==> src/design/ogoe_pkg.sv <==
// ----------------------------------------------------------------------------
// ogoe_pkg
// Shared types and constants for the occupancy grid obstacle extractor.
// ----------------------------------------------------------------------------
package ogoe_pkg;

  localparam int MAX_GRID_SIDE_DEF = 1024;
  localparam int IDX_W             = 10;
  localparam int COORD_W           = 32;
  localparam int SIZE_W            = 31;
  localparam int THR_W             = 9;
  localparam int VAL_W             = 8;
  localparam int CFG_IDX_W         = 3;
  localparam int QUEUE_DEPTH       = 4;

  // register indexes
  localparam logic [CFG_IDX_W-1:0] REG_ORIGIN_X  = 3'd0;
  localparam logic [CFG_IDX_W-1:0] REG_ORIGIN_Y  = 3'd1;
  localparam logic [CFG_IDX_W-1:0] REG_ROBOT_X   = 3'd2;
  localparam logic [CFG_IDX_W-1:0] REG_ROBOT_Y   = 3'd3;
  localparam logic [CFG_IDX_W-1:0] REG_CELL_SIZE = 3'd4;
  localparam logic [CFG_IDX_W-1:0] REG_THRESHOLD = 3'd5;
  localparam logic [CFG_IDX_W-1:0] REG_USE_SEG   = 3'd6;
  localparam logic [CFG_IDX_W-1:0] REG_CUTOFF    = 3'd7;

  localparam logic [SIZE_W-1:0]  CELL_SIZE_RESET = 31'd65536;
  localparam logic [THR_W-1:0]   THRESHOLD_RESET = 9'd50;
  // origin resets to zero, so the first center is half the reset cell size
  localparam logic [COORD_W-1:0] CENTER_RESET =
    COORD_W'({1'b0, CELL_SIZE_RESET[SIZE_W-1:1]});

  typedef struct packed {
    logic signed [COORD_W-1:0] origin_x;
    logic signed [COORD_W-1:0] origin_y;
    logic signed [COORD_W-1:0] robot_x;
    logic signed [COORD_W-1:0] robot_y;
    logic [SIZE_W-1:0]         cell_size;
    logic signed [THR_W-1:0]   threshold;
    logic                      use_seg;
    logic [SIZE_W-1:0]         cutoff;
  } cfg_t;

  typedef struct packed {
    logic [IDX_W-1:0]          col;
    logic [IDX_W-1:0]          row;
    logic signed [COORD_W-1:0] cx;
    logic signed [COORD_W-1:0] cy;
  } cell_rec_t;

endpackage

==> src/design/ogoe_queue.sv <==
// ----------------------------------------------------------------------------
// ogoe_queue
// Short register queue of candidate cells between front and back.
// ----------------------------------------------------------------------------
module ogoe_queue import ogoe_pkg::*; (
  input  logic      clk,
  input  logic      rst,
  input  logic      push,
  input  cell_rec_t push_rec,
  output logic      full,
  output logic      q_valid,
  input  logic      pop,
  output cell_rec_t q_rec
);

  localparam int PW = $clog2(QUEUE_DEPTH);

  cell_rec_t     slots [QUEUE_DEPTH];
  logic [PW-1:0] wr_ptr, rd_ptr;
  logic [PW:0]   count;

  assign full    = (count == (PW+1)'(QUEUE_DEPTH));
  assign q_valid = (count != '0);
  assign q_rec   = slots[rd_ptr];

  always_ff @(posedge clk) begin
    if (push) begin
      slots[wr_ptr] <= push_rec;
    end
  end

  always_ff @(posedge clk) begin
    if (rst) begin
      wr_ptr <= '0;
      rd_ptr <= '0;
      count  <= '0;
    end else begin
      if (push) begin
        wr_ptr <= wr_ptr + PW'(1);
      end
      if (pop) begin
        rd_ptr <= rd_ptr + PW'(1);
      end
      if (push && !pop) begin
        count <= count + (PW+1)'(1);
      end else if (pop && !push) begin
        count <= count - (PW+1)'(1);
      end
    end
  end

endmodule

==> config.mk <==
export PLATFORM = sky130hd
export DESIGN_NAME = ogoe_queue
export DESIGN_NICKNAME = d
export VERILOG_FILES = /design/src/design/ogoe_pkg.sv /design/src/design/ogoe_queue.sv
export SDC_FILE = /design/constraint.sdc
export NUM_CORES = 1
export LEC_CHECK = 0
export ABC_AREA = 1
export ABC_CLOCK_PERIOD_IN_PS = 7900
export BUFFER_PORTS_ARGS = -buffer_cell sky130_fd_sc_hd__buf_4
export CAP_MARGIN = 20
export CORE_ASPECT_RATIO = 1.1
export CORE_MARGIN = 5
export CORE_UTILIZATION = 62
export CTS_CLUSTER_DIAMETER = 30
export DETAILED_ROUTE_END_ITERATION = 12
export HOLD_SLACK_MARGIN = 0.06
export PLACE_DENSITY_LB_ADDON = 0.2
export SYNTH_ARGS = -nofsm -noshare
export SYNTH_HDL_FRONTEND = slang
export SYNTH_SLANG_ARGS = --single-unit
==> constraint.sdc <==
create_clock -name clk -period 7.9 [get_ports clk]
set_input_delay 0.395 -clock clk [delete_from_list [all_inputs] [get_ports clk]]
set_output_delay 0.395 -clock clk [all_outputs]
set_load 0.01 [all_outputs]
==> metrics.md <==
| Metric | Value |
|---|---|
| Status | finished, final reports clean |
| Crit-path max FO | roughly 110 |
| Post-synth net total | slightly below 1,000 |
| FFs w/ async S/R, synth | 0 |
| Htree depth | 2 |
| Worst Setup End Kind | output pin |
| Layout area overhead | 29.01% |
| Slew Limit Fails | 0 |
| Post-synthesis mux area share | 0 |
| Achievable frequency | 251.1 MHz |
| Synth cell count leaders | 336 x edfxtp_1, 137 x o21ai_0, 135 x nor2_1 |
| Setup Skew | 17.11 ps |
| Area of the multi-input gates | about 0.0028 sq mm |
| RSZ-0062 raised after global routing | no |
| Post-synthesis compound-gate area fraction | 0.1269 |
| Core Box Area | about 0.021 sq mm |
| Reg-to-reg endpoint | slots[2][11] |
| Via-to-Cell Ratio | 5.707 |
| Slew @ Worst Pin | 1031 ps |
| Primary FF master, synth | edfxtp_1 |
| Initial Util | 0.6311 |
| FF-to-FF setup slack | approximately 5500 ps |
| Yosys top cell area share | 0.7457 |
| Xor/xnor share of the synthesized area | 0.0006473 |
| Max Buffers Root-to-Sink | 3 |
| Synth unique cells | 25 |
| Seq. cell area | approximately 0.01 sq mm |
| Worst skew pair latency | roughly 540 ps |
| Setup Buffers After CTS | 0 |
| Pleak | slightly above 0.006 uW |
| Worst-path clk slew | around 50 ps |
| Ranking of synthesized cells by area | edfxtp_1 75%, o21ai_0 5.1%, nor2_1 3.7%, o22ai_2 3.7%, nor2_4 3.3% |
| Drt initial violations | slightly above 600 |
| Chip Height | around 160 microns |
| Seq/Total Area, Yosys | 0.7590 |
| Synth Area in Adders | 0.006103 |
| Period utilization | 0.5041 |
| Number of buffers created by CTS | 50 |
| Worst hold margin | 90.60 ps |
| DRC | 0 |
| Setup TNS | 0 ps |
| Startpoint Class | flop |
| Die area | roughly 0.025 sq mm |
| Crit path arrival time | about 3600 ps |
| Cell Area, Placed | 0.01489 sq mm |
| Min-Delay Path Class | input port to flop |
| Syn Area/Cell | roughly 16 sq um |
| Largest net degree at the start of global routing | approximately 110 |
| Cell count of the worst reg-to-reg path | 5 |
| Worst Setup EP | q_rec[31] |
| Reg-to-reg startpoint | wr_ptr[0] |
| Number of enable flip-flop cells after synthesis | about 340 |
| WL/cell | just over 20 microns |
| Clock Sinks | ~350 |
| Initial antenna violation count | 2 |
| Synth Instances | slightly below 900 |
| Die X-Extent | approximately 150 microns |
| Area leader, netlist | edfxtp_1 |
| Critical Path RT | 7510 ps |
| Fin. Hold Viols | 0 |
| Routed Antenna Nets | 0 |
| Register bit total from synthesis | around 350 |
| Most frequent cell after synthesis | edfxtp_1 |
| Netlist Area Pre-Place | around 0.014 sq mm |
| Layout fillers | around 1,100 |
| GR Util All Layers | 0.2395 |
| Final setup vio count | 0 |
| Final RePlAce weighted congestion | around 0.74 |
| Simple-gate share of the synthesized area | 0.07472 |
| Tmin final | 3982 ps |
| Grt total ovfl | 0 |
| Relative slew slack | 0.3129 |
| Final WL | roughly 30 mm |
| Root buf cell | clkbuf_16 |
| Share of cells above drive strength 1 | 0.3115 |
| Pwr Density | 276.7 mW/mm^2 |
| Vias | roughly 8,400 |
| I/O pin cnt | 174 |
| IO buf count | 173 |
| Synth warn | 0 |
| Fin nets | between 1,000 and 1,500 |
| Drt first pass iters | 5 |
| Critical path class | flop to output pin |
| Final Instance Area | about 0.017 sq mm |
| Detailed placement HPWL | roughly 15 mm |
| Row cnt | between 50 and 60 |
| VDD IR max | around 0.25 mV |
| CTS tree | built |
| Max Cap Viol | 0 |
| Vias in the first global route | around 8,600 |
| Largest family of logic cells by synthesized area | compound AO/OA/AOI/OAI gates |
| Global-route wire length before repair | between 40 and 50 mm |
[power by group]
group	switching, uW	leakage, uW	internal (uW)
sequential	32.0	0.00316	2100
combinational	275	0.00220	202
clock	795	0.000828	1430
total	1100	0.00619	3730
[critical path, stage by stage (launching register included)]
cell	delay [ps]
dfxtp_4	580
inv_8	700
buf_4	910
o21ai_0	260
o22ai_1	280
buf_4	180
[worst min-delay path by stage]
stage          cells after the start     endpoint        start  slack [ps]
6_report                           1  slots[1][3]  push_rec[3]          90
2_1_floorplan                      1         flop    rd_ptr[1]         410
3_5_place_dp                       1         flop    rd_ptr[1]         430
4_1_cts                            1  slots[3][3]  push_rec[3]          60
5_1_grt                            1  slots[1][3]  push_rec[3]          70
3_3_place_gp                       1         flop    rd_ptr[1]         420
[stage by stage]
step	power, uW	std cells	util	setup WS, ps
CTS	4831	1464	0.8134	4050
global placement	2579	1288	0.6946	4723
finish	4830	1467	0.8141	3918
floorplan	2398	871	-	5248
global route	4984	1467	0.8141	3792
detailed placement	2593	1288	0.6946	4633
[registers in the layout (all words and copies together), names as in the netlist, named ones only]
register and cells:
rd_ptr 2, slots 336, wr_ptr 2, count 3
[logic make-up (layout without fill, tap and decap cells)]
family / after synthesis / count (layout)
flip-flops: 345 / 345
AO/OA/AOI/OAI: 260 / 260
XOR/XNOR: 1 / 1
other: 0 / 2
buffers and inverters: 71 / 375
AND/OR/NAND/NOR: 188 / 188
adder cells (fa/ha/maj): 6 / 6
[layout by cell type (no fill, tap or decap), types with 2 or more instances in the layout]
master           n
clkinv_4         3
nor2_1         135
nor2_4          40
o22ai_2         40
dfxtp_1          7
o21ai_1         20
buf_4          181
o21ai_0        137
nand2_1         10
clkinvlp_4       5
o22ai_1         44
diode_2          2
ha_1             5
inv_8            2
clkbuf_1         9
bufinv_16        6
inv_1           11
edfxtp_1       336
clkinv_2        10
o21ai_2         16
a21oi_1          3
clkinv_1         3
clkbuf_16       53
dlygate4sd3_1   84
inv_6            7
[metal layers]
layer  track usage  up-vias  wire length [microns]
li1              -     3811                      -
met1        0.2970     4181                  11630
met2        0.4229      332                  15860
met3       0.05406       48                   2187
met4       0.07131        0                    560
met5             0        -                      0
[final cells by class]
| class | count | area share |
|---|---|---|
| Tap cell | 290 | 0.02079 |
| Multi-Input combinational cell | 455 | 0.1615 |
| Antenna cell | 2 | 0.0002867 |
| Inverter | 17 | 0.004372 |
| Sequential cell | 345 | 0.5886 |
| Clock buffer | 62 | 0.07792 |
| Clock inverter | 31 | 0.02050 |
| Timing Repair Buffer | 265 | 0.1260 |
[repair_timing]
| action | 4_1_cts | 5_1_grt |
|---|---|---|
| endpoints found under the hold margin | 323 | 4 |
| resized for setup | 0 | 0 |
| hold buffers | 83 | 1 |
| setup endpoints to repair | 0 | 0 |
(Power assumes the default switching activity.)
