File: src/design/ogoe_pkg.sv
// ----------------------------------------------------------------------------
// ogoe_pkg
// Shared types and constants for the occupancy grid obstacle extractor.
// ----------------------------------------------------------------------------
package ogoe_pkg;

  localparam int MAX_GRID_SIDE_DEF = 1024;
  localparam int IDX_W             = 10;
  localparam int COORD_W           = 32;
  localparam int SIZE_W            = 31;
  localparam int THR_W             = 9;
  localparam int VAL_W             = 8;
  localparam int CFG_IDX_W         = 3;
  localparam int QUEUE_DEPTH       = 4;

  // register indexes
  localparam logic [CFG_IDX_W-1:0] REG_ORIGIN_X  = 3'd0;
  localparam logic [CFG_IDX_W-1:0] REG_ORIGIN_Y  = 3'd1;
  localparam logic [CFG_IDX_W-1:0] REG_ROBOT_X   = 3'd2;
  localparam logic [CFG_IDX_W-1:0] REG_ROBOT_Y   = 3'd3;
  localparam logic [CFG_IDX_W-1:0] REG_CELL_SIZE = 3'd4;
  localparam logic [CFG_IDX_W-1:0] REG_THRESHOLD = 3'd5;
  localparam logic [CFG_IDX_W-1:0] REG_USE_SEG   = 3'd6;
  localparam logic [CFG_IDX_W-1:0] REG_CUTOFF    = 3'd7;

  localparam logic [SIZE_W-1:0]  CELL_SIZE_RESET = 31'd65536;
  localparam logic [THR_W-1:0]   THRESHOLD_RESET = 9'd50;
  // origin resets to zero, so the first center is half the reset cell size
  localparam logic [COORD_W-1:0] CENTER_RESET =
    COORD_W'({1'b0, CELL_SIZE_RESET[SIZE_W-1:1]});

  typedef struct packed {
    logic signed [COORD_W-1:0] origin_x;
    logic signed [COORD_W-1:0] origin_y;
    logic signed [COORD_W-1:0] robot_x;
    logic signed [COORD_W-1:0] robot_y;
    logic [SIZE_W-1:0]         cell_size;
    logic signed [THR_W-1:0]   threshold;
    logic                      use_seg;
    logic [SIZE_W-1:0]         cutoff;
  } cfg_t;

  typedef struct packed {
    logic [IDX_W-1:0]          col;
    logic [IDX_W-1:0]          row;
    logic signed [COORD_W-1:0] cx;
    logic signed [COORD_W-1:0] cy;
  } cell_rec_t;

endpackage

File: src/design/ogoe_front.sv
// ----------------------------------------------------------------------------
// ogoe_front
// Scan tracking and cost test; pushes candidate cells into the queue.
// ----------------------------------------------------------------------------
module ogoe_front import ogoe_pkg::*; #(
  parameter int MAX_GRID_SIDE = MAX_GRID_SIDE_DEF
) (
  input  logic             clk,
  input  logic             rst,
  input  cfg_t             cfg,
  input  logic             accept,
  input  logic [VAL_W-1:0] occupancy_value,
  input  logic [VAL_W-1:0] segmentation_value,
  input  logic             first_cell,
  input  logic             column_end,
  output logic             push,
  output cell_rec_t        push_rec
);

  localparam int CW = (MAX_GRID_SIDE > 1) ? $clog2(MAX_GRID_SIDE) : 1;

  logic [CW-1:0]      col_cnt, row_cnt;
  logic [COORD_W-1:0] cx_run, cy_run;

  logic [CW-1:0]      col_e, row_e;
  logic [COORD_W-1:0] cx_e, cy_e, fcx, fcy, half;
  logic [CW:0]        col_inc, row_inc;
  logic [VAL_W+1:0]   cost, thr_ext;
  logic [IDX_W+CW-1:0] col_wide, row_wide;

  assign half = COORD_W'({1'b0, cfg.cell_size[SIZE_W-1:1]});
  assign fcx  = cfg.origin_x + half;
  assign fcy  = cfg.origin_y + half;

  always_comb begin
    col_e = first_cell ? '0  : col_cnt;
    row_e = first_cell ? '0  : row_cnt;
    cx_e  = first_cell ? fcx : cx_run;
    cy_e  = first_cell ? fcy : cy_run;
  end

  assign col_inc = {1'b0, col_e} + (CW+1)'(1);
  assign row_inc = {1'b0, row_e} + (CW+1)'(1);

  // cost fits in 10 bits signed
  always_comb begin
    cost = {{2{occupancy_value[VAL_W-1]}}, occupancy_value};
    if (cfg.use_seg) begin
      cost = cost + {{2{segmentation_value[VAL_W-1]}}, segmentation_value};
    end
  end
  assign thr_ext = {{(VAL_W+2-THR_W){cfg.threshold[THR_W-1]}}, cfg.threshold};

  assign col_wide = (IDX_W+CW)'(col_e);
  assign row_wide = (IDX_W+CW)'(row_e);

  assign push = accept && ($signed(cost) > $signed(thr_ext));
  always_comb begin
    push_rec.col = col_wide[IDX_W-1:0];
    push_rec.row = row_wide[IDX_W-1:0];
    push_rec.cx  = cx_e;
    push_rec.cy  = cy_e;
  end

  always_ff @(posedge clk) begin
    if (rst) begin
      col_cnt <= '0;
      row_cnt <= '0;
      cx_run  <= CENTER_RESET;
      cy_run  <= CENTER_RESET;
    end else if (accept) begin
      if (column_end) begin
        row_cnt <= '0;
        cy_run  <= fcy;
        if (col_inc == (CW+1)'(MAX_GRID_SIDE)) begin
          col_cnt <= '0;
          cx_run  <= fcx;
        end else begin
          col_cnt <= col_inc[CW-1:0];
          cx_run  <= cx_e + COORD_W'(cfg.cell_size);
        end
      end else begin
        col_cnt <= col_e;
        cx_run  <= cx_e;
        if (row_inc == (CW+1)'(MAX_GRID_SIDE)) begin
          row_cnt <= '0;
          cy_run  <= fcy;
        end else begin
          row_cnt <= row_inc[CW-1:0];
          cy_run  <= cy_e + COORD_W'(cfg.cell_size);
        end
      end
    end
  end

endmodule

File: config.mk
export PLATFORM = sky130hd
export DESIGN_NAME = ogoe_front
export DESIGN_NICKNAME = d
export VERILOG_FILES = /design/src/design/ogoe_pkg.sv /design/src/design/ogoe_front.sv
export SDC_FILE = /design/constraint.sdc
export NUM_CORES = 1
export LEC_CHECK = 0
export BUFFER_PORTS_ARGS = -buffer_cell sky130_fd_sc_hd__buf_4
export CAP_MARGIN = 25
export CORE_UTILIZATION = 53
export CTS_CLUSTER_SIZE = 24
export DETAILED_ROUTE_END_ITERATION = 12
export PLACE_DENSITY = 0.91
export SLEW_MARGIN = 15
export SYNTH_ARGS = -nofsm -noshare
export SYNTH_HDL_FRONTEND = slang
export SYNTH_SLANG_ARGS = --single-unit
File: constraint.sdc
create_clock -name clk -period 12.93 [get_ports clk]
set_input_delay 1.9395 -clock clk [delete_from_list [all_inputs] [get_ports clk]]
set_output_delay 1.9395 -clock clk [all_outputs]
set_load 0.005 [all_outputs]
==> results.json <==
{
  "rsz0062_at_grt": "no",
  "grt_pass1_vias": 12100,
  "min_to": "cx_run[6]",
  "cap_violations": 0,
  "drc": 0,
  "area_delta_synth_final_pct": 17.3,
  "setup-tns-final_ps": 0,
  "grt_overflow": 0,
  "clkPwrFrac": 0.177,
  "wire_per_inst_um": 18.2,
  "r2r-start": "cx_run[0]",
  "n_antenna_cell": 0,
  "critPathLaunchType": "primary input",
  "syn_area_per_cell_um2": 7.50,
  "synthMuxAreaShare": 0.0659,
  "seq_power_share": 0.208,
  "grt_max_degree": 81,
  "power.density_mw_per_mm2": 104,
  "worst_pin_slew_ps": 956,
  "place_area_mm2": 0.0134,
  "post-route-period-util": 0.558,
  "synth_edf_count": 0,
  "port_buffers": 210,
  "peakVddDrop_mv": 0.0549,
  "yosysTopAreaCell": "ha_1",
  "setup_violations": 0,
  "outcome": "complete, no violations",
  "synth_seq_area_share": 0.144,
  "cts-root-buf": "clkbuf_16",
  "initial_core_util": 0.549,
  "yosys.area_share.simple": 0.202,
  "clkTransAtPathRegs_ps": 60,
  "grt_usage": 0.321,
  "hold_class": "flop to flop",
  "antenna_found_initial": 0,
  "dp_hpwl_um": 28300,
  "cts_setup_buffers": 0,
  "grt_pass1_wl_um": 58100,
  "rows": 53,
  "design_area_mm2": 0.0137,
  "clock.fmax_mhz": 139,
  "endpoint_kind": "output pin",
  "hold_viol_final": 0,
  "yosysMostFrequentCell": "nor2_1",
  "power_mw": 1.43,
  "p_int_mw": 0.813,
  "netSwitchingPower_mw": 0.616,
  "power.leakage_nw": 6.18,
  "die_x_um": 150,
  "yosysUniqueCellTypes": 84,
  "dr.pass1.iters": 5,
  "synth-xor-area-share": 0.0840,
  "skew_ps": 8.29,
  "htreeDepth": 3,
  "critPathKind": "primary input to output pin",
  "drive_above_1_share": 0.189,
  "vias_per_cell": 6.32,
  "slew_violations": 0,
  "synthArstFlopShare": 0,
  "r2r_cells": 14,
  "synth_cells": 1557,
  "core_mm2": 0.0213,
  "p_sw_frac": 0.431,
  "syn_area_mm2": 0.0117,
  "synthTopCellsByCount": "nor2_1 (157), ha_1 (149), nand2_1 (143), a21oi_1 (134), o21ai_0 (92)",
  "insertion_delay_ps": 360,
  "cts_hold_buf": 0,
  "whs_path_depth": 2,
  "worstPathMaxFanout": 5,
  "ys_top_cells_by_area": "ha_1 (16%), dfxtp_1 (14%), a21oi_1 (5.7%), mux2_2 (5.7%), xnor2_1 (5.4%)",
  "cts.path.max_buffers": 2,
  "synth_ff_type": "dfxtp_1",
  "period_needed_ps": 7220,
  "synth_seq_cells": 84,
  "r2r_end": "cx_run[28]",
  "worstPathArrival_ps": 5280,
  "synth_warnings": 0,
  "holdCritStartpoint": "cx_run[6]",
  "gp_congestion": 0.941,
  "drt-total-wl_um": 36500,
  "synth_top_cell_area_share": 0.160,
  "whs_ps": 465,
  "syn_nets": 1932,
  "numCtsBuffers": 9,
  "synth_adder_area_share": 0.168,
  "vias": 12700,
  "clkSinkCount": 84,
  "final_util": 0.644,
  "dieHeight_um": 150,
  "cts_tree": "done",
  "maxSlewHeadroom": 0.363,
  "ant_nets": 0,
  "post_cts_resized": 0,
  "synth_compound_area_frac": 0.299,
  "die_area_mm2": 0.0226,
  "synth_top_family_by_area": "compound AO/OA/AOI/OAI gates",
  "r2r_slack_ps": 9330,
  "worst_ep_required_time_ps": 10990,
  "layout.nets": 2102,
  "io_pins": 306,
  "drt-initial-drc-count": 1212,
  "combPwrFrac": 0.615
}
-- per-stage QoR --
stage / setup WS, ps / cells
global route: 5470 / 2007
detailed placement: 5670 / 1991
finish: 5710 / 2007
global placement: 5720 / 1991
CTS: 5720 / 2007
floorplan: 6480 / 1557
-- how the worst max path moves through the flow --
stage / startpoint / end / slack (ps)
4_1_cts: cfg[42] / push_rec[62] / 5720
6_report: cfg[42] / push_rec[62] / 5710
5_1_grt: cfg[42] / cy_run[29] / 5470
3_3_place_gp: cfg[42] / cy_run[29] / 5720
2_1_floorplan: cfg[42] / cy_run[29] / 6480
3_5_place_dp: cfg[42] / cy_run[29] / 5670
-- cell type report --
type                            count  area (µm²)
Clock buffer                       12         246
Fill cell                        1809        7580
Timing Repair Buffer              217        1630
Tap cell                          275         344
Clock inverter                      4        25.0
Inverter                           53         199
Multi-Input combinational cell   1362        9580
Sequential cell                    84        1680
-- layer usage --
layer | GRT usage | vias to the layer above | part of all wire | wire length (µm)
met5 | 0 | - | 0 | 0
met1 | 0.414 | 5953 | 0.41 | 15100
met3 | 0.0391 | 82 | 0.081 | 2950
met4 | 0.140 | 0 | 0.032 | 1190
met2 | 0.535 | 547 | 0.47 | 17200
li1 | - | 6112 | - | -
-- critical path, stage by stage --
cell and delay (ps):
buf_4 120, ha_1 190, inv_1 60, fa_1 400
nand2b_1 200, a211oi_1 350, o21ai_1 180, o21ai_0 350
a21boi_1 240, o31ai_1 440, a41oi_2 190, xnor2_1 190
mux2_2 290, buf_4 140
-- power groups by stage --
stage               Combinational, mW  Sequential (mW)  Clock, mW
floorplan                       0.615            0.300          0
global placement                0.835            0.301          0
detailed placement              0.856            0.304          0
CTS                             0.864            0.298      0.254
global route                    0.961            0.301      0.265
finish                          0.879            0.298      0.253
-- registers in the layout, indices dropped and copies added (netlist names) --
register	count
row_cnt	10
cy_run	32
col_cnt	10
cx_run	32
-- cells in the final DEF, fill, tap and decap left out, types with 8 or more instances in the layout --
| cell | synthesis | routed |
|---|---|---|
| o21a_1 | 20 | 20 |
| and2_1 | 9 | 9 |
| mux2_2 | 59 | 59 |
| nor3_1 | 40 | 40 |
| nand4_1 | 13 | 13 |
| a211oi_1 | 25 | 25 |
| or3_1 | 11 | 11 |
| o21ai_0 | 92 | 92 |
| nor2_1 | 157 | 157 |
| a22oi_1 | 14 | 14 |
| nor2b_1 | 33 | 33 |
| a21o_1 | 55 | 55 |
| buf_4 | 2 | 217 |
| inv_1 | 52 | 52 |
| xor2_1 | 40 | 40 |
| a31oi_1 | 22 | 21 |
| nand3_1 | 46 | 46 |
| clkbuf_16 | 0 | 9 |
| a311oi_1 | 16 | 16 |
| a211o_1 | 9 | 9 |
| mux2i_1 | 9 | 9 |
| and3_1 | 12 | 12 |
| dfxtp_1 | 84 | 84 |
| a21boi_0 | 8 | 8 |
| o22ai_1 | 8 | 8 |
| o31ai_1 | 10 | 10 |
| a21oi_1 | 134 | 134 |
| nand2_1 | 143 | 143 |
| o211ai_1 | 20 | 20 |
| xnor2_1 | 72 | 72 |
| o21bai_1 | 16 | 16 |
| ha_1 | 149 | 149 |
| nand2b_1 | 18 | 18 |
-- logic make-up after synthesis --
kind of cell | Yosys count
xor gates and xnor gates | 112
DFF | 84
muxes | 69
and+or+nand+nor | 509
buffers and inverters | 111
AOI/OAI and AO/OA | 518
adders and majority gates | 154
Power figures use the tool's default switching activity.
